<file path="src/rtl/assert_macros.svh">
// Assertion macros shared by the encoder RTL.
`ifndef ASSERT_MACROS_SVH
`define ASSERT_MACROS_SVH

// Check a property on every clock edge outside reset.
`define ASSERT_CLK(label, prop, msg) \
  label: assert property (@(posedge clk_i) disable iff (!rst_ni) (prop)) else $error(msg);

// Check that an antecedent implies a consequent in the same cycle.
`define ASSERT_IMP(label, ante, cons, msg) \
  label: assert property (@(posedge clk_i) disable iff (!rst_ni) (ante) |-> (cons)) \
    else $error(msg);

// Check that an antecedent implies a consequent in the next cycle.
`define ASSERT_NXT(label, ante, cons, msg) \
  label: assert property (@(posedge clk_i) disable iff (!rst_ni) (ante) |=> (cons)) \
    else $error(msg);

`endif

</file>
<file path="src/rtl/dcc_enc_pkg.sv">
// Types, codes and constants of the DCC locomotive packet encoder.
package dcc_enc_pkg;

  localparam int unsigned PktMaxBytes = 5;
  localparam int unsigned PktIdxW     = $clog2(PktMaxBytes);
  localparam int unsigned PktLenW     = $clog2(PktMaxBytes + 1);

  // Packet kinds
  localparam logic [3:0] KindSpeed    = 4'd0;
  localparam logic [3:0] KindF0F4     = 4'd1;
  localparam logic [3:0] KindF5F8     = 4'd2;
  localparam logic [3:0] KindF9F12    = 4'd3;
  localparam logic [3:0] KindExtFirst = 4'd4;
  localparam logic [3:0] KindExtLast  = 4'd10;

  // Speed step modes
  localparam logic [1:0] Mode14  = 2'd0;
  localparam logic [1:0] Mode28  = 2'd1;
  localparam logic [1:0] Mode128 = 2'd2;

  localparam logic [6:0] Spd14Max  = 7'd14;
  localparam logic [6:0] Spd28Max  = 7'd28;
  localparam logic [6:0] Spd128Max = 7'd126;

  localparam logic [7:0] LongAddrTag  = 8'hc0;
  localparam logic [7:0] Adv128Code   = 8'h3f;
  localparam logic [7:0] FwdBit128    = 8'h80;
  localparam logic [7:0] SpeedTag     = 8'h40;
  localparam logic [7:0] FwdBitBase   = 8'h20;
  localparam logic [7:0] GrpF0F4Tag   = 8'h80;
  localparam logic [7:0] GrpF5F8Tag   = 8'hb0;
  localparam logic [7:0] GrpF9F12Tag  = 8'ha0;

  typedef struct packed {
    logic [13:0] loco_address;
    logic [3:0]  packet_kind;
    logic [1:0]  step_mode;
    logic        forward;
    logic [6:0]  speed;
    logic [63:0] functions_low;
    logic [4:0]  functions_high;
  } req_t;

  typedef struct packed {
    logic                              ok;
    logic [PktLenW-1:0]                len;
    logic [PktMaxBytes-1:0][7:0]       bytes;
  } pkt_t;

  typedef struct packed {
    logic               busy;
    logic [PktIdxW-1:0] idx;
    logic [PktLenW-1:0] len;
  } ser_stat_t;

  // Instruction byte of the extended function groups F13-20 through F61-68.
  function automatic logic [7:0] ext_group_code(input logic [2:0] grp);
    logic [7:0] code;
    unique case (grp)
      3'd0:    code = 8'hde;
      3'd1:    code = 8'hdf;
      3'd2:    code = 8'hd8;
      3'd3:    code = 8'hd9;
      3'd4:    code = 8'hda;
      3'd5:    code = 8'hdb;
      3'd6:    code = 8'hdc;
      default: code = 8'hdc;
    endcase
    return code;
  endfunction

endpackage

</file>
<file path="src/rtl/dcc_enc_build.sv">
// Packet former: turns one registered request into its bytes and error byte.
module dcc_enc_build import dcc_enc_pkg::*; (
  input  req_t req_i,
  output pkt_t pkt_o
);

  logic        long_addr;
  logic [7:0]  addr_b0;
  logic [7:0]  addr_b1;
  logic [7:0]  data_b0;
  logic [7:0]  data_b1;
  logic        two_data;
  logic        kind_ok;
  logic [7:0]  chk;
  logic [6:0]  spd_sat;
  logic [6:0]  spd_code;
  logic [4:0]  v28;
  logic [2:0]  grp;
  logic [6:0]  ext_shift;
  logic [68:0] fn_all;

  assign long_addr = (req_i.loco_address[13:7] != 7'd0);
  assign addr_b0   = long_addr ? (LongAddrTag | {2'b00, req_i.loco_address[13:8]})
                               : req_i.loco_address[7:0];
  assign addr_b1   = req_i.loco_address[7:0];

  assign grp       = 3'(req_i.packet_kind - KindExtFirst);
  assign ext_shift = 7'd13 + {1'b0, grp, 3'b000};
  assign fn_all    = {req_i.functions_high, req_i.functions_low};

  always_comb begin
    spd_sat  = req_i.speed;
    spd_code = 7'd0;
    v28      = 5'd0;
    data_b0  = 8'h00;
    data_b1  = 8'h00;
    two_data = 1'b0;
    kind_ok  = 1'b1;
    unique case (req_i.packet_kind) inside
      KindSpeed: begin
        unique case (req_i.step_mode)
          Mode128: begin
            spd_sat  = (req_i.speed > Spd128Max) ? Spd128Max : req_i.speed;
            spd_code = (spd_sat != 7'd0) ? spd_sat + 7'd1 : 7'd0;
            two_data = 1'b1;
            data_b0  = Adv128Code;
            data_b1  = (req_i.forward ? FwdBit128 : 8'h00) | {1'b0, spd_code};
          end
          Mode28: begin
            spd_sat = (req_i.speed > Spd28Max) ? Spd28Max : req_i.speed;
            v28     = (spd_sat != 7'd0) ? spd_sat[4:0] + 5'd3 : 5'd0;
            data_b0 = SpeedTag | (req_i.forward ? FwdBitBase : 8'h00)
                      | {3'b000, v28[0], v28[4:1]};
          end
          default: begin
            // Unused mode code is sent as 14 steps; F0 rides in bit 4.
            spd_sat  = (req_i.speed > Spd14Max) ? Spd14Max : req_i.speed;
            spd_code = (spd_sat != 7'd0) ? spd_sat + 7'd1 : 7'd0;
            data_b0  = SpeedTag | (req_i.forward ? FwdBitBase : 8'h00)
                       | {3'b000, req_i.functions_low[0], spd_code[3:0]}; 
          end
        endcase
      end
      KindF0F4: begin
        data_b0 = GrpF0F4Tag | {3'b000, req_i.functions_low[0], req_i.functions_low[4:1]};
      end
      KindF5F8: begin
        data_b0 = GrpF5F8Tag | {4'h0, req_i.functions_low[8:5]};
      end
      KindF9F12: begin
        data_b0 = GrpF9F12Tag | {4'h0, req_i.functions_low[12:9]};
      end
      [KindExtFirst:KindExtLast]: begin
        two_data = 1'b1;
        data_b0  = ext_group_code(grp);
        data_b1  = fn_all[ext_shift +: 8];
      end
      default: begin
        kind_ok = 1'b0;
      end
    endcase
  end

  assign chk = addr_b0 ^ (long_addr ? addr_b1 : 8'h00) ^ data_b0 ^ (two_data ? data_b1 : 8'h00);

  always_comb begin
    pkt_o.ok    = kind_ok;
    pkt_o.bytes = '0;
    pkt_o.len   = PktLenW'(3);
    unique case ({long_addr, two_data})
      2'b00: begin
        pkt_o.bytes[0] = addr_b0;
        pkt_o.bytes[1] = data_b0;
        pkt_o.bytes[2] = chk;
        pkt_o.len      = PktLenW'(3);
      end
      2'b01: begin
        pkt_o.bytes[0] = addr_b0;
        pkt_o.bytes[1] = data_b0;
        pkt_o.bytes[2] = data_b1;
        pkt_o.bytes[3] = chk;
        pkt_o.len      = PktLenW'(4);
      end
      2'b10: begin
        pkt_o.bytes[0] = addr_b0;
        pkt_o.bytes[1] = addr_b1;
        pkt_o.bytes[2] = data_b0;
        pkt_o.bytes[3] = chk;
        pkt_o.len      = PktLenW'(4);
      end
      default: begin
        pkt_o.bytes[0] = addr_b0;
        pkt_o.bytes[1] = addr_b1;
        pkt_o.bytes[2] = data_b0;
        pkt_o.bytes[3] = data_b1;
        pkt_o.bytes[4] = chk;
        pkt_o.len      = PktLenW'(5);
      end
    endcase
  end

endmodule

</file>
<file path="src/rtl/dcc_enc_ser.sv">
// Packet buffer and byte serializer feeding the output stream.
module dcc_enc_ser import dcc_enc_pkg::*; (
  input  logic       clk_i,
  input  logic       rst_ni,
  input  logic       pkt_valid_i,
  input  pkt_t       pkt_i,
  output logic       pkt_ready_o,
  output logic       m_axis_tvalid,
  input  logic       m_axis_tready,
  output logic [7:0] m_axis_tdata,
  output logic       m_axis_tlast,
  output ser_stat_t  stat_o
);

  logic [PktMaxBytes-1:0][7:0] buf_q, buf_d;
  logic [PktLenW-1:0]          len_q, len_d;
  logic [PktIdxW-1:0]          idx_q, idx_d;
  logic                        busy_q, busy_d;
  logic                        last;
  logic                        done;
  logic                        can_load;

  assign last     = (PktLenW'(idx_q) == len_q - PktLenW'(1));
  assign done     = busy_q && m_axis_tready && last;
  assign can_load = !busy_q || done;

  assign pkt_ready_o   = can_load;
  assign m_axis_tvalid = busy_q;
  assign m_axis_tdata  = buf_q[idx_q];
  assign m_axis_tlast  = last;

  assign stat_o.busy = busy_q;
  assign stat_o.idx  = idx_q;
  assign stat_o.len  = len_q;

  always_comb begin
    buf_d  = buf_q;
    len_d  = len_q;
    idx_d  = idx_q;
    busy_d = busy_q;
    if (busy_q && m_axis_tready) begin
      // advance, or finish the packet on the error byte
      if (last) begin
        busy_d = 1'b0;
      end else begin
        idx_d = idx_q + PktIdxW'(1);
      end
    end
    if (pkt_valid_i && can_load) begin
      // drop requests of unused kinds without output
      if (pkt_i.ok) begin
        buf_d  = pkt_i.bytes;
        len_d  = pkt_i.len;
        idx_d  = '0;
        busy_d = 1'b1;
      end
    end
  end

  always_ff @(posedge clk_i or negedge rst_ni) begin
    if (!rst_ni) begin
      busy_q <= 1'b0;
      idx_q  <= '0;
      len_q  <= PktLenW'(3);
    end else begin
      busy_q <= busy_d;
      idx_q  <= idx_d;
      len_q  <= len_d;
    end
  end

  always_ff @(posedge clk_i) begin
    buf_q <= buf_d;
  end

endmodule

</file>
<file path="src/rtl/dcc_loco_packet_encoder.sv">
// Top level of the DCC locomotive packet encoder.
//
//  channel  dir  tdata (low bit up)                                tuser        tlast
//  s_axis   in   address 14, mode 2, fwd 1, speed 7, fn_lo 64,     packet_kind  -
//                fn_hi 5, zero pad 3
//  m_axis   out  packet_byte 8                                     -            last_byte
//
// A request is held in the input register, then its packet of 3 to 5 bytes leaves at
// one word per cycle from the packet buffer while m_axis_tready is high. The next
// packet loads in the cycle the error byte is taken. Reset clears the valid flags
// of both stages. A stall on m_axis holds the current word and backs up into the
// input register, then into s_axis_tready.
`include "assert_macros.svh"

module dcc_loco_packet_encoder import dcc_enc_pkg::*; (
  input  logic        clk_i,
  input  logic        rst_ni,
  input  logic        s_axis_tvalid,
  output logic        s_axis_tready,
  // loco_address[13:0], step_mode[15:14], forward[16], speed[23:17],
  // functions_low[87:24], functions_high[92:88], zero[95:93]
  input  logic [95:0] s_axis_tdata,
  // packet_kind[3:0]
  input  logic [3:0]  s_axis_tuser,
  output logic        m_axis_tvalid,
  input  logic        m_axis_tready,
  // packet_byte[7:0]
  output logic [7:0]  m_axis_tdata,
  output logic        m_axis_tlast
);

  req_t      req_q;
  logic      req_valid_q, req_valid_d;
  pkt_t      pkt;
  logic      pkt_ready;
  logic      in_take;
  logic      req_take;
  ser_stat_t stat;

  assign in_take       = s_axis_tvalid && s_axis_tready;
  assign req_take      = req_valid_q && pkt_ready;
  assign s_axis_tready = !req_valid_q || pkt_ready;

  always_comb begin
    req_valid_d = req_valid_q;
    if (in_take) begin
      req_valid_d = 1'b1;
    end else if (req_take) begin
      req_valid_d = 1'b0;
    end
  end

  always_ff @(posedge clk_i or negedge rst_ni) begin
    if (!rst_ni) begin
      req_valid_q <= 1'b0;
    end else begin
      req_valid_q <= req_valid_d;
    end
  end

  always_ff @(posedge clk_i) begin
    if (in_take) begin
      req_q.loco_address   <= s_axis_tdata[13:0];
      req_q.step_mode      <= s_axis_tdata[15:14];
      req_q.forward        <= s_axis_tdata[16];
      req_q.speed          <= s_axis_tdata[23:17];
      req_q.functions_low  <= s_axis_tdata[87:24];
      req_q.functions_high <= s_axis_tdata[92:88];
      req_q.packet_kind    <= s_axis_tuser;
    end
  end

  dcc_enc_build u_build (
    .req_i (req_q),
    .pkt_o (pkt)
  );

  dcc_enc_ser u_ser (
    .clk_i         (clk_i),
    .rst_ni        (rst_ni),
    .pkt_valid_i   (req_valid_q),
    .pkt_i         (pkt),
    .pkt_ready_o   (pkt_ready),
    .m_axis_tvalid (m_axis_tvalid),
    .m_axis_tready (m_axis_tready),
    .m_axis_tdata  (m_axis_tdata),
    .m_axis_tlast  (m_axis_tlast),
    .stat_o        (stat)
  );

  `ASSERT_IMP(a_idx_in_pkt, stat.busy, PktLenW'(stat.idx) < stat.len, "byte index past packet end")
  `ASSERT_IMP(a_len_range, stat.busy, stat.len >= PktLenW'(3) && stat.len <= PktLenW'(5), "bad packet length")
  `ASSERT_NXT(a_req_hold, req_valid_q && !pkt_ready, req_valid_q, "request lost while stalled")

endmodule
</file>
<file path="config.mk">
export PLATFORM = sky130hd
export DESIGN_NAME = dcc_loco_packet_encoder
export DESIGN_NICKNAME = d
export VERILOG_FILES = /design/src/rtl/dcc_enc_pkg.sv /design/src/rtl/dcc_enc_build.sv /design/src/rtl/dcc_enc_ser.sv /design/src/rtl/dcc_loco_packet_encoder.sv
export VERILOG_INCLUDE_DIRS = /design/src /design/src/rtl
export SDC_FILE = /design/constraint.sdc
export NUM_CORES = 1
export LEC_CHECK = 0
export BUFFER_PORTS_ARGS = -buffer_cell sky130_fd_sc_hd__buf_2
export CORE_ASPECT_RATIO = 1.75
export CORE_UTILIZATION = 50
export DETAILED_ROUTE_END_ITERATION = 6
export PLACE_DENSITY = 0.72
export SLEW_MARGIN = 40
export SYNTH_ARGS = -nofsm -noshare
export SYNTH_HDL_FRONTEND = slang
export SYNTH_SLANG_ARGS = --single-unit
</file>
<file path="constraint.sdc">
create_clock -name clk_i -period 6.9 [get_ports clk_i]
set_input_delay 0.69 -clock clk_i [delete_from_list [all_inputs] [get_ports clk_i]]
set_output_delay 0.69 -clock clk_i [all_outputs]
set_load 0.02 [all_outputs]
</file>
=== Word-level counts from Yosys, hierarchy flattened ===
Cells that the tools add are included.

* Input bits: 104
* Register bits: 145
* Logic and storage cells: 104
* Output and inout bits: 11

* Equality and inequality tests: 13
* Bitwise logic cells: 6
* Shift-type cells: 1
* $lt $le $gt $ge: 6
* Mux-type cells: 34
* Add/subtract/negate cells: 7
* Reduce and logical (&&, ||, !) cells: 21

{| class="wikitable"
|+ Operators by type and width
! cell !! number
|-
| 69-bit by 8-bit variable part select with 8-bit output || 1
|-
| 8-bit two-way mux || 6
|-
| 24-bit one-hot mux with 2 select lines || 1
|-
| 8-bit one-hot mux with 2 select lines || 3
|-
| 8-bit one-hot mux with 5 select lines || 1
|-
| 7-bit two-way mux || 4
|-
| 7-bit nonzero test || 4
|-
| 8-bit binary-select mux with 3-bit select || 1
|-
| 8-bit XOR || 3
|-
| 3-bit one-hot mux with 6 select lines || 1
|-
| 8-bit by 5-bit bitwise OR with 8-bit output || 2
|-
| 3-bit two-way mux || 4
|-
| 4-bit by 2-bit == test with 1-bit output (second input constant) || 2
|-
| 1-bit two-way mux || 8
|-
| 8-bit by 7-bit bitwise OR with 8-bit output || 1
|-
| 4-bit by 6-bit adder with 7-bit output (first input constant) || 1
|-
| 7-bit by 1-bit adder with 7-bit output (second input constant) || 1
|-
| 7-bit by 4-bit > comparator with 1-bit output (second input constant) || 1
|-
| 7-bit by 5-bit > comparator with 1-bit output (second input constant) || 1
|-
| 7-bit > comparator (second input constant) || 1
|-
| 3-bit by 2-bit == test with 1-bit output (second input constant) || 2
|-
| 3-bit == test (second input constant) || 2
|-
| 6-bit two-way mux || 1
|-
| 3-bit one-hot mux with 2 select lines || 1
|-
| 27 further kinds || 35
|}

=== Logic depth before layout (Yosys ltp) ===
Gate-level depths: netlist (run 1).

* Depth after elaboration: 10
* Depth in mapped cells: 14
* Gate-level depth less buffers: 11

=== Modules after synthesis ===
Synthesis (run 1) repeated with hierarchy kept, for this count alone.

* Cells, all modules: 552
* Area, all modules: 7288.2 um2

{| class="wikitable"
|+ Modules (own cells, without submodules)
! module !! sequential area each (um2) !! cells an instance !! instances !! area each (um2)
|-
| dcc_loco_packet_encoder || 2937.8 || 101 || 1 || 2966.6
|-
| dcc_enc_build || 0.0 || 338 || 1 || 2391.0
|-
| dcc_enc_ser || 1378.8 || 113 || 1 || 1930.6
|}

=== Least setup slack after synthesis (run 1) ===
OpenSTA, ideal clock, no wires.

* Path kind: flip-flop to flip-flop
* Start point: register u_ser.len_q[0]
* End point: register req_q[0] (netlist bit) (enable)
* Library setup time: 0.467 ns
* Arrival: 4.461 ns
* Required time: 6.433 ns
* Path buffers: 0
* Period minus slack after synthesis: 4.928 ns
* Setup slack: 1.972 ns
* Cell stages (with the launch flop): 8
* Cells stage by stage: dfstp_2 inv_1 ha_1 xnor2_1 nor3_1 a21boi_0 nand2_1 and2_1

* Cells in the longest elaborated chain, start to end: 6

{| class="wikitable"
|+ Ends and longest elaborated chain
! element !! line !! source
|-
| from (decl) || dcc_enc_ser.sv:16 || <nowiki>logic [PktLenW-1:0] len_q, len_d;</nowiki>
|-
| from (signal assigned) || dcc_enc_ser.sv:64 || <nowiki>len_q <= PktLenW'(3);</nowiki>
|-
| from (signal assigned) || dcc_enc_ser.sv:68 || <nowiki>len_q <= len_d;</nowiki>
|-
| 3-bit by 1-bit subtractor with 3-bit output || dcc_enc_ser.sv:23 || <nowiki>assign last = (PktLenW'(idx_q) == len_q - PktLenW'(1));</nowiki>
|-
| 3-bit == test || dcc_enc_ser.sv:23 ||
|-
| named net m_axis_tlast || dcc_loco_packet_encoder.sv:29 || <nowiki>output logic m_axis_tlast</nowiki>
|-
| 1-bit logical AND || dcc_enc_ser.sv:24 || <nowiki>assign done = busy_q && m_axis_tready && last;</nowiki>
|-
| 1-bit logical OR || dcc_enc_ser.sv:25 || <nowiki>assign can_load = !busy_q || done;</nowiki>
|-
| 1-bit logical OR || dcc_loco_packet_encoder.sv:42 || <nowiki>assign s_axis_tready = !req_valid_q || pkt_ready;</nowiki>
|-
| named net s_axis_tready || dcc_loco_packet_encoder.sv:19 || <nowiki>output logic s_axis_tready,</nowiki>
|-
| 1-bit logical AND || dcc_loco_packet_encoder.sv:40 || <nowiki>assign in_take = s_axis_tvalid && s_axis_tready;</nowiki>
|-
| named net in_take || dcc_loco_packet_encoder.sv:36 || <nowiki>logic in_take;</nowiki>
|-
| to (decl) || dcc_loco_packet_encoder.sv:32 || <nowiki>req_t req_q;</nowiki>
|}

The timed path passes the listed nets, and every way through them passes these cells.
A chain may end at the register's enable or synchronous reset.

==> out/metrics.csv, run 1 <==
stage;metric;value;unit
outcome;outcome;finished clean;
detailed_routing;Iter 0 DRT Violations;260;
job;max-cap violations;0;
clock_network;clk slew on worst S/H paths;0.06;ns
global_route;via count of the first global-routing pass;4901;
critical_path;required time worst endpoint;7.05;ns
detailed_routing;detail-routed net length per standard cell;18.4;um
floorplanning;starting density of the core;51.3;%
floorplanning;IO Count;115;
clock_network;root buffer cell;sky130_fd_sc_hd__clkbuf_16;
pwr;internal power;2.47;mW
yosys;largest cells by area after synthesis;sky130_fd_sc_hd__edfxtp_1 (58%), sky130_fd_sc_hd__mux4_2 (5.0%), sky130_fd_sc_hd__xnor2_1 (2.8%);
yosys;sequential area share after synthesis;60.5;%
detailed_routing;Routed Antenna Nets;0;
pwr;clock share of power;23.5;%
layout;most common cell after layout, fill and taps aside;sky130_fd_sc_hd__edfxtp_1;
yosys;flip-flop cell with the highest count after synthesis;sky130_fd_sc_hd__edfxtp_1;
global_route;first-pass GRT wire length;24800;um
clock_network;number of levels the H-tree was split into;4;
detailed_routing;number of vias per cell;5.69;
pwr;peak supply drop;0.233;mV
timing;transition time at the pin with the least slew margin;0.753;ns
critical_path;element type at the critical path start;register;
yosys;Synth Warn #;0;
timing;final critical-path setup slack;3.40;ns
clock_network;clock tree from TritonCTS;built;
critical_path;type of destination of the critical path;register;
yosys;number of flops mapped to enable cells by yosys;137;
pwr;Lkg Pwr;3.18;nW
placement;Final HPWL DP;11800;um
floorplanning;Die Span X;92.3;um
critical_path;arrival time of the worst setup path;3.66;ns
timing;final max-slew violation count;0;
timing;count of final setup violators;0;
global_route;largest net degree at the start of global routing;85;
timing;number of hold violations in the final report;0;
timing;setup repair after global routing missed its margin;false;
global_route;routing usage on met3;4.33;%
timing;final setup TNS;0;ns
pwr;total power;3.85;mW
clock_network;Max Buffers Root-to-Sink;2;
worst_hold_path;path type of the worst min-delay path;input pin to asynchronous set/reset pin;
yosys;netlist area before placement;0.00714;mm2
layout;number of antenna repair diodes;0;
placement;final weighted congestion of routability-driven global placement;0.904;
floorplanning;Chip Height;160;um
pwr;switching component of the power;1.38;mW
yosys;number of instances in the synthesized netlist;546;
global_route;met1 Usage GRT;21.5;%
clock_network;hold buffer count at CTS;0;
yosys;Post-Syn Nets;664;
timing;final cycle utilization of the critical path;50.8;%
layout;final standard cell utilization of the core;61.1;%
yosys;fraction of post-synthesis cell area in the top cell type by area;57.6;%
detailed_routing;via count of the routed design;4805;
clock_network;clk sink count;145;
yosys;per-instance average area after synthesis;13.1;um2
pwr;power density relative to cell area;453;mW/mm2
yosys;share of flip-flops with an asynchronous set or reset after synthesis;5.52;%
yosys;post-synthesis cell type with the largest combined area;sky130_fd_sc_hd__edfxtp_1;
critical_path;largest fanout on the critical path;22;
floorplanning;Std-Cell Rows;57;
global_route;M2 GR Usage;43.6;%
timing;relative max-transition margin;49.4;%
global_route;GRT Resource Usage Total;22.5;%
detailed_routing;number of DRC violations after detailed routing;0;
timing;time the final worst path needs with I/O delays and setup;3.50;ns
pwr;switching share of power;36.0;%
pwr;logic gate share of total power;36.9;%
detailed_routing;TritonRoute pass-1 iters;5;
clock_network;Gates resized, CTS repair;0;
floorplanning;core footprint;0.0139;mm2
placement;number of buffers inserted by port buffering;111;
layout;Synth-to-Final Area Change;19.1;%
detailed_routing;Routed Wire Length;15600;um
yosys;Cell variety after synth;71;
critical_path;R2R cell count;9;
layout;share of layout cells above drive strength 1;28.9;%
clock_network;clk_lat worst skew;0.42;ns
pwr;sequential group share of total power;39.6;%
floorplanning;DIE AREA;0.0148;mm2
placement;setup slack after placement;3.50;ns
yosys;flop and latch count out of synthesis;145;
layout;commonest non-fill, non-tap cells in the layout;sky130_fd_sc_hd__edfxtp_1 (137), sky130_fd_sc_hd__buf_2 (111), sky130_fd_sc_hd__nand2_1 (41), sky130_fd_sc_hd__o21ai_0 (31), sky130_fd_sc_hd__nor2_1 (28);
timing;Clock Skew;0.00894;ns
global_route;global-route layer with the greatest usage;met2;
timing;achievable clock frequency;285;MHz
clock_network;buffers inserted during post-CTS setup optimization;0;
layout;net total in the final layout;773;
clock_network;number of buffers created by CTS;17;
global_route;initial antenna violation count;0;
critical_path;startpoint-to-endpoint class of the critical path;register to register;
global_route;Remaining Overflow, GRT;0;
-- area by class of cell --
cell class / count / area, um2
clock buffer: 17 / 425
clock inverter: 15 / 159
fill: 1126 / 5400
inverter: 29 / 109
multi-input combinational: 344 / 2620
sequential: 145 / 4320
tap: 177 / 221
timing repair buffer: 118 / 652
-- cell usage after synthesis (all sizes together) (8+ instances only) --
| master | count |
|---|---|
| ha | 14 |
| a21o | 10 |
| edfxtp | 137 |
| xnor2 | 23 |
| buf | 9 |
| a21oi | 19 |
| nand3 | 20 |
| mux2i | 10 |
| nand2b | 9 |
| and2 | 8 |
| mux4 | 16 |
| nor2 | 30 |
| nand2 | 41 |
| xor2 | 10 |
| clkbuf | 19 |
| inv | 27 |
| o21ai | 32 |
| mux2 | 10 |
| nor3 | 10 |
-- power groups by stage --
stage	registers [mW]	logic (mW)	clock network, mW
floorplan	1.47	1.08	0
global placement	1.53	1.32	0
detailed placement	1.54	1.42	0
CTS	1.53	1.43	0.923
global route	1.56	1.57	0.957
finish	1.53	1.42	0.904
-- cell families after synthesis --
kind of cell / share of synthesized area (%)
flip-flops: 60.5
adder cells (fa/ha/maj): 2.45
multiplexers: 8.03
buffers and inverters: 3.31
AND/OR/NAND/NOR: 10.4
XOR/XNOR: 4.05
AO/OA/AOI/OAI: 11.3
-- registers in the layout, summed over array words and instances, names as in the netlist --
| name | flops |
|---|---|
| req_valid_q | 1 |
| u_ser.m_axis_tvalid | 1 |
| u_ser.len_q | 3 |
| u_ser.idx_q | 3 |
| u_ser.buf_q | 40 |
| req_q | 97 |
-- worst max-delay path: stages (launching register included) --
cell	delay, ns
sky130_fd_sc_hd__edfxtp_1	0.69
sky130_fd_sc_hd__or4_4	0.70
sky130_fd_sc_hd__nor2_2	0.31
sky130_fd_sc_hd__nor2_1	0.19
sky130_fd_sc_hd__inv_1	0.14
sky130_fd_sc_hd__ha_1	0.42
sky130_fd_sc_hd__nor2_1	0.28
sky130_fd_sc_hd__a21o_1	0.22
sky130_fd_sc_hd__o21ai_0	0.17
sky130_fd_sc_hd__nand3_1	0.11
-- per-layer routing --
| layer | vias to the layer above | routed length, um |
|---|---|---|
| met2 | 160 | 9230 |
| met3 | 36 | 560 |
| li1 | 2288 | - |
| met4 | 0 | 554 |
| met1 | 2321 | 5250 |
| met5 | - | 0 |
-- per-stage QoR --
| step | instance area, um2 | cells | hold WS [ns] |
|---|---|---|---|
| floorplan | 7140 | 546 | 0.394 |
| global placement | 7840 | 811 | 0.492 |
| detailed placement | 7910 | 813 | 0.517 |
| CTS | 8490 | 845 | 0.0847 |
| global route | 8500 | 845 | 0.0954 |
| finish | 8500 | 845 | 0.101 |
-- final timing paths --
check | slack (ns) | from | endpoint
hold / removal | 0.10 | rst_ni | u_ser.len_q[2]
setup / recovery | 3.40 | req_q[81] | u_ser.buf_q[17]
max in group asynchronous | 6.56 | rst_ni | u_ser.len_q[1]
min in group clk_i | 0.44 | s_axis_tdata[78] | req_q[59]
setup reg to reg | 3.40 | req_q[81] | u_ser.buf_q[17]
hold reg to reg | 0.53 | u_ser.len_q[1] | u_ser.len_q[1]
Power figures use the tool's default switching activity.
==> inputs of run 2 (changes only) <==
clock period = 3.6 ns   (was 6.9 ns; I/O delays follow)
==> run 2 against run 1 <==
  * Hold slack gained 0.015 ns
  * Clock-buffer cell count up 1
  * Clock skew barely moved
  * Critical path type unchanged
  * Largest cell class unchanged
  * Largest power group unchanged
  * Highest routed layer unchanged
==> out/metrics.csv, run 2 (synthesis results as in run 1) <==
stage;metric;value;unit;change
clock_network;clk slew on worst S/H paths;0.06;ns;about the same
critical_path;arrival time of the worst setup path;3.44;ns;-0.22 ns
critical_path;cell with the largest stage delay on the worst path;sky130_fd_sc_hd__or4_1;;
layout;largest reg by FF count;req_q;;
pwr;peak supply drop;0.439;mV;+88%
layout;most common cell after layout, fill and taps aside;sky130_fd_sc_hd__edfxtp_1;;
detailed_routing;Routed Antenna Nets;0;;unchanged
global_route;Remaining Overflow, GRT;0;;unchanged
timing;final setup TNS;0;ns;unchanged
clock_network;Gates resized, CTS repair;0;;unchanged
global_route;initial antenna violation count;0;;unchanged
placement;Placement Cell Area;0.00801;mm2;+1.3%
clock_network;number of buffers created by CTS;17;;unchanged
timing;achievable clock frequency;317;MHz;+11%
floorplanning;Die Span X;92.3;um;unchanged
detailed_routing;Routed Wire Length;15600;um;+0.30%
detailed_routing;Iter 0 DRT Violations;242;;-6.9%
placement;number of buffers inserted by port buffering;111;;unchanged
timing;final cycle utilization of the critical path;87.6;%;+37 points
critical_path;type of destination of the critical path;register;;
layout;net total in the final layout;792;;+2.5%
layout;commonest non-fill, non-tap cells in the layout;sky130_fd_sc_hd__edfxtp_1 (137), sky130_fd_sc_hd__buf_2 (111), sky130_fd_sc_hd__nand2_1 (41), sky130_fd_sc_hd__o21ai_0 (31), sky130_fd_sc_hd__nor2_1 (28);;
pwr;Lkg Pwr;3.24;nW;+1.8%
layout;registers with the most flip-flops;req_q: 97 flops, u_ser.buf_q: 40 flops;;
global_route;GRT Resource Usage Total;22.6;%;+0.067 points
global_route;via count of the first global-routing pass;5095;;+4.0%
clock_network;number of levels the H-tree was split into;4;;unchanged
timing;transition time at the pin with the least slew margin;0.839;ns;+0.0859 ns
detailed_routing;number of vias per cell;5.58;;-1.8%
floorplanning;IO Count;115;;unchanged
timing;setup repair after global routing missed its margin;false;;
timing;relative max-transition margin;43.9;%;-5.5 points
floorplanning;Chip Height;160;um;unchanged
clock_network;clock tree from TritonCTS;built;;
job;max-cap violations;0;;unchanged
critical_path;element type at the critical path start;register;;
critical_path;Slowest Stage Delay on Critical Path;0.67;ns;-0.03 ns
pwr;power density relative to cell area;854;mW/mm2;+89%
clock_network;Max Buffers Root-to-Sink;2;;unchanged
layout;cell area after layout;0.00859;mm2;+0.97%
floorplanning;DIE AREA;0.0148;mm2;unchanged
critical_path;number of buffer and inverter stages on the critical path;2;;+1
floorplanning;Std-Cell Rows;57;;unchanged
floorplanning;core footprint;0.0139;mm2;unchanged
layout;Layout fillers;1123;;-0.27%
timing;number of hold violations in the final report;0;;unchanged
critical_path;largest fanout on the critical path;16;;-27%
layout;Synth-to-Final Area Change;20.3;%;
placement;Final HPWL DP;12000;um;+1.6%
detailed_routing;number of DRC violations after detailed routing;0;;unchanged
clock_network;buffers inserted during post-CTS setup optimization;0;;unchanged
critical_path;startpoint-to-endpoint class of the critical path;register to register;;
timing;final max-slew violation count;0;;unchanged
layout;final standard cell utilization of the core;61.7;%;+0.59 points
timing;count of final setup violators;0;;unchanged
critical_path;chain of cells forming the critical path;or4_1 > nor4_1 > buf_4 > inv_1 > ha_1 > or4b_1 > nand3_1;;
layout;max FFs per register;97;;unchanged
layout;number of antenna repair diodes;0;;unchanged
floorplanning;starting density of the core;51.3;%;unchanged
global_route;first-pass GRT wire length;25200;um;+1.6%
critical_path;Top delay family on crit path;simple AND/OR/NAND/NOR gates;;
clock_network;clk_lat worst skew;0.42;ns;about the same
pwr;total power;7.33;mW;+90%
worst_hold_path;path type of the worst min-delay path;input pin to register;;
timing;Clock Skew;0.00928;ns;+0.000340 ns
detailed_routing;TritonRoute pass-1 iters;4;;-1
detailed_routing;via count of the routed design;4814;;+0.19%
global_route;largest net degree at the start of global routing;55;;-35%
layout;share of layout cells above drive strength 1;30.1;%;+1.2 points
clock_network;root buffer cell;sky130_fd_sc_hd__clkbuf_16;;
outcome;outcome;finished clean;;
detailed_routing;detail-routed net length per standard cell;18.1;um;-1.7%
clock_network;clk sink count;145;;unchanged
critical_path;required time worst endpoint;3.88;ns;-3.17 ns
placement;final weighted congestion of routability-driven global placement;0.925;;+2.3%
timing;time the final worst path needs with I/O delays and setup;3.15;ns;-0.349 ns
[run 2: worst paths after layout]
path	end	startpoint	slack, ns	depth (start not counted)
min in group asynchronous	u_ser.len_q[2]	rst_ni	0.32	2
setup reg to reg	u_ser.buf_q[28]	req_q[95]	0.45	7
hold reg to reg	u_ser.len_q[0]	u_ser.len_q[0]	0.51	2
setup / recovery	u_ser.buf_q[28]	req_q[95]	0.45	7
max in group asynchronous	u_ser.len_q[0]	rst_ni	3.05	2
hold / removal	req_q[40]	s_axis_tdata[59]	0.12	1
[run 2: what timing repair did]
item                                   in CTS  in global routing
hold buffers                                1                  0
endpoints found under the hold margin       8                  0
setup endpoints to repair                   0                  0
[run 2: layout make-up]
class                      count  area, um2  share of cell area [%]
multi-input combinational    344       2610                    30.4
tap                          177        221                    2.58
sequential                   145       4320                    50.3
clock inverter                12        136                    1.59
inverter                      29        109                    1.27
clock buffer                  18        429                    5.00
timing repair buffer         137        766                    8.92
[run 2: per-stage QoR]
step / std cells / hold slack [ns] / setup slack [ns]
2_1_floorplan: 546 / 0.0644 / 0.0245
3_3_place_gp: 831 / 0.206 / 0.507
3_5_place_dp: 831 / 0.211 / 0.461
4_1_cts: 862 / 0.103 / 0.435
5_1_grt: 862 / 0.101 / 0.340
6_report: 862 / 0.116 / 0.446
[run 2: layer usage]
layer	GRT usage (%)	vias up	part of all wire, %
met1	22.5	2335	35
met4	12.9	0	3.5
met2	43.0	125	59
li1	-	2323	-
met3	3.43	31	2.8
met5	0	-	0
[run 2: power by group]
group          total (mW)  internal, mW  switching (mW)
logic                2.72          1.15            1.57
registers            2.93          2.60           0.328
clock network        1.68          1.02           0.669
total                7.33          4.76            2.57
==> inputs of run 3 (changes only) <==
CTS_BUF_LIST = sky130_fd_sc_hd__clkbuf_4   (was unset)
clock period = 3.1 ns   (was 3.6 ns; I/O delays follow)
==> run 3 against run 2 <==
  * Clock-buffer cell count is 1 higher
  * Register-to-register slack worse by 0.28 ns
  * Non-clock buffer count is 120 higher
  * Sequential power is 13% higher
  * Critical path type unchanged
  * Critical endpoint is now u_ser.buf_q[24]
  * Largest cell class unchanged
  * Highest routed layer unchanged
==> out/metrics.csv, run 3 (synthesis results as in run 1) <==
stage;metric;value;unit;change
outcome;outcome;finished clean;;
timing;setup repair after global routing missed its margin;false;;
layout;max FFs per register;97;;unchanged
timing;final cycle utilization of the critical path;94.7;%;+7.1 points
layout;Layout fillers;991;;-12%
placement;final weighted congestion of routability-driven global placement;0.888;;-4.0%
detailed_routing;via count of the routed design;5378;;+12%
critical_path;required time worst endpoint;3.38;ns;-0.50 ns
layout;final standard cell utilization of the core;68.1;%;+6.4 points
timing;time the final worst path needs with I/O delays and setup;2.94;ns;-0.218 ns
timing;number of hold violations in the final report;0;;unchanged
layout;share of layout cells above drive strength 1;28.5;%;-1.5 points
timing;transition time at the pin with the least slew margin;0.711;ns;-0.128 ns
clock_network;number of levels the H-tree was split into;4;;unchanged
detailed_routing;number of vias per cell;5.45;;-2.3%
critical_path;arrival time of the worst setup path;3.22;ns;-0.22 ns
layout;commonest non-fill, non-tap cells in the layout;sky130_fd_sc_hd__edfxtp_1 (137), sky130_fd_sc_hd__buf_2 (111), sky130_fd_sc_hd__dlygate4sd3_1 (99), sky130_fd_sc_hd__buf_4 (45), sky130_fd_sc_hd__nand2_1 (41);;
pwr;power density relative to cell area;848;mW/mm2;-0.68%
layout;Multi-input gate area;0.00261;mm2;+0.24%
critical_path;element type at the critical path start;register;;
detailed_routing;Routed Wire Length;17700;um;+14%
layout;net total in the final layout;912;;+15%
floorplanning;Std-Cell Rows;57;;unchanged
layout;largest reg by FF count;req_q;;
timing;achievable clock frequency;341;MHz;+7.4%
timing;final max-slew violation count;0;;unchanged
critical_path;number of buffer and inverter stages on the critical path;2;;unchanged
detailed_routing;detail-routed net length per standard cell;18.0;um;-0.77%
critical_path;chain of cells forming the critical path;buf_4 > nor2b_1 > a221oi_1 > buf_4 > o32ai_1 > nor2_1 > mux2_1 > a22o_1;;
critical_path;startpoint-to-endpoint class of the critical path;register to register;;
global_route;via count of the first global-routing pass;5740;;+13%
clock_network;clock tree from TritonCTS;built;;
timing;Clock Skew;0.0240;ns;+0.0147 ns
clock_network;clk slew on worst S/H paths;0.13;ns;+0.07 ns
global_route;M2 GR Usage;50.6;%;+7.6 points
clock_network;Max Buffers Root-to-Sink;2;;unchanged
clock_network;root buffer cell;sky130_fd_sc_hd__clkbuf_4;;
clock_network;clk sink count;145;;unchanged
critical_path;largest fanout on the critical path;8;;-8
global_route;GRT Resource Usage Total;25.5;%;+3.0 points
critical_path;most prevalent standard cell on the critical path;sky130_fd_sc_hd__buf_4;;
layout;registers with the most flip-flops;req_q: 97 flops, u_ser.buf_q: 40 flops;;
critical_path;Slowest Stage Delay on Critical Path;0.63;ns;-0.04 ns
global_route;largest net degree at the start of global routing;47;;-15%
worst_hold_path;path type of the worst min-delay path;input pin to asynchronous set/reset pin;;
detailed_routing;TritonRoute pass-1 iters;5;;+1
timing;relative max-transition margin;52.5;%;+8.6 points
clock_network;clk_lat worst skew;0.53;ns;+0.11 ns
global_route;initial antenna violation count;3;;+3
global_route;global-route layer with the greatest usage;met2;;
timing;final setup TNS;0;ns;unchanged
floorplanning;Chip Height;160;um;unchanged
timing;count of final setup violators;0;;unchanged
global_route;met1 Usage GRT;23.6;%;+1.1 points
critical_path;type of destination of the critical path;register;;
layout;FF/Latch Area;0.00432;mm2;unchanged
floorplanning;Die Span X;92.3;um;unchanged
global_route;first-pass GRT wire length;28200;um;+12%
global_route;Remaining Overflow, GRT;0;;unchanged
floorplanning;core footprint;0.0139;mm2;unchanged
critical_path;cell with the largest stage delay on the worst path;sky130_fd_sc_hd__o32ai_1;;
placement;Final HPWL DP;12100;um;+0.63%
critical_path;Worst path depth;8;;+1
placement;number of buffers inserted by port buffering;111;;unchanged
floorplanning;starting density of the core;51.3;%;unchanged
pwr;Lkg Pwr;3.65;nW;+13%
critical_path;R2R cell count;8;;+1
job;max-cap violations;0;;unchanged
global_route;routing usage on met3;4.24;%;+0.81 points
layout;Synth-to-Final Area Change;32.6;%;
critical_path;Top delay family on crit path;compound AO/OA/AOI/OAI gates;;
detailed_routing;Iter 0 DRT Violations;262;;+8.3%
floorplanning;DIE AREA;0.0148;mm2;unchanged
floorplanning;IO Count;115;;unchanged
layout;most common cell after layout, fill and taps aside;sky130_fd_sc_hd__edfxtp_1;;
clock_network;number of buffers created by CTS;17;;unchanged
detailed_routing;Routed Antenna Nets;0;;unchanged
pwr;peak supply drop;0.706;mV;+61%
detailed_routing;number of DRC violations after detailed routing;0;;unchanged
[run 3: path summary, 6_finish.rpt]
kind	start	end	slack (ns)
setup / recovery	req_q[80]	u_ser.buf_q[24]	0.16
hold / removal	rst_ni	req_valid_q	0.13
setup reg to reg	req_q[80]	u_ser.buf_q[24]	0.16
hold reg to reg	u_ser.len_q[0]	u_ser.len_q[0]	0.52
max in group asynchronous	rst_ni	u_ser.len_q[0]	2.73
min in group clk_i	m_axis_tready	u_ser.m_axis_tvalid	0.19
[run 3: metrics by stage]
step | total power [mW] | area (um2) | hold slack, ns | std cells | worst slack, ns
global placement | 6.59 | 8150 | 0.156 | 847 | 0.267
global route | 8.52 | 9470 | 0.123 | 986 | 0.00298
finish | 8.03 | 9470 | 0.128 | 986 | 0.164
CTS | 8.01 | 9420 | 0.111 | 977 | 0.0348
floorplan | 5.69 | 7170 | 0.0144 | 546 | 0.0361
detailed placement | 6.74 | 8150 | 0.162 | 847 | 0.192
[run 3: final cells by class]
| type | count | share of cell area [%] |
|---|---|---|
| clock inverters | 12 | 1.43 |
| diodes | 3 | 0.0793 |
| inverters | 29 | 1.15 |
| repair buffers | 257 | 20.3 |
| flip-flops and latches | 145 | 45.6 |
| well taps | 177 | 2.34 |
| clock buffers | 19 | 1.51 |
| multi-input cells | 344 | 27.6 |
[run 3: layer usage]
layer  vias up  share of wire, %
met1      2586                33
met3        54               3.2
met5         -                 0
met2       173                59
li1       2565                 -
met4         0               4.8
[run 3: repair_timing]
item,CTS,global route
hold buffers,99,0
buffers inserted,0,6
resized for setup,0,1
endpoints found under the setup margin,0,5
hold endpoints to repair,106,0
[run 3: report_power, final]
group / internal (mW) / switching (mW) / total (mW)
logic: 1.53 / 2.01 / 3.54
clock network: 0.498 / 0.674 / 1.17
registers: 3.01 / 0.304 / 3.31
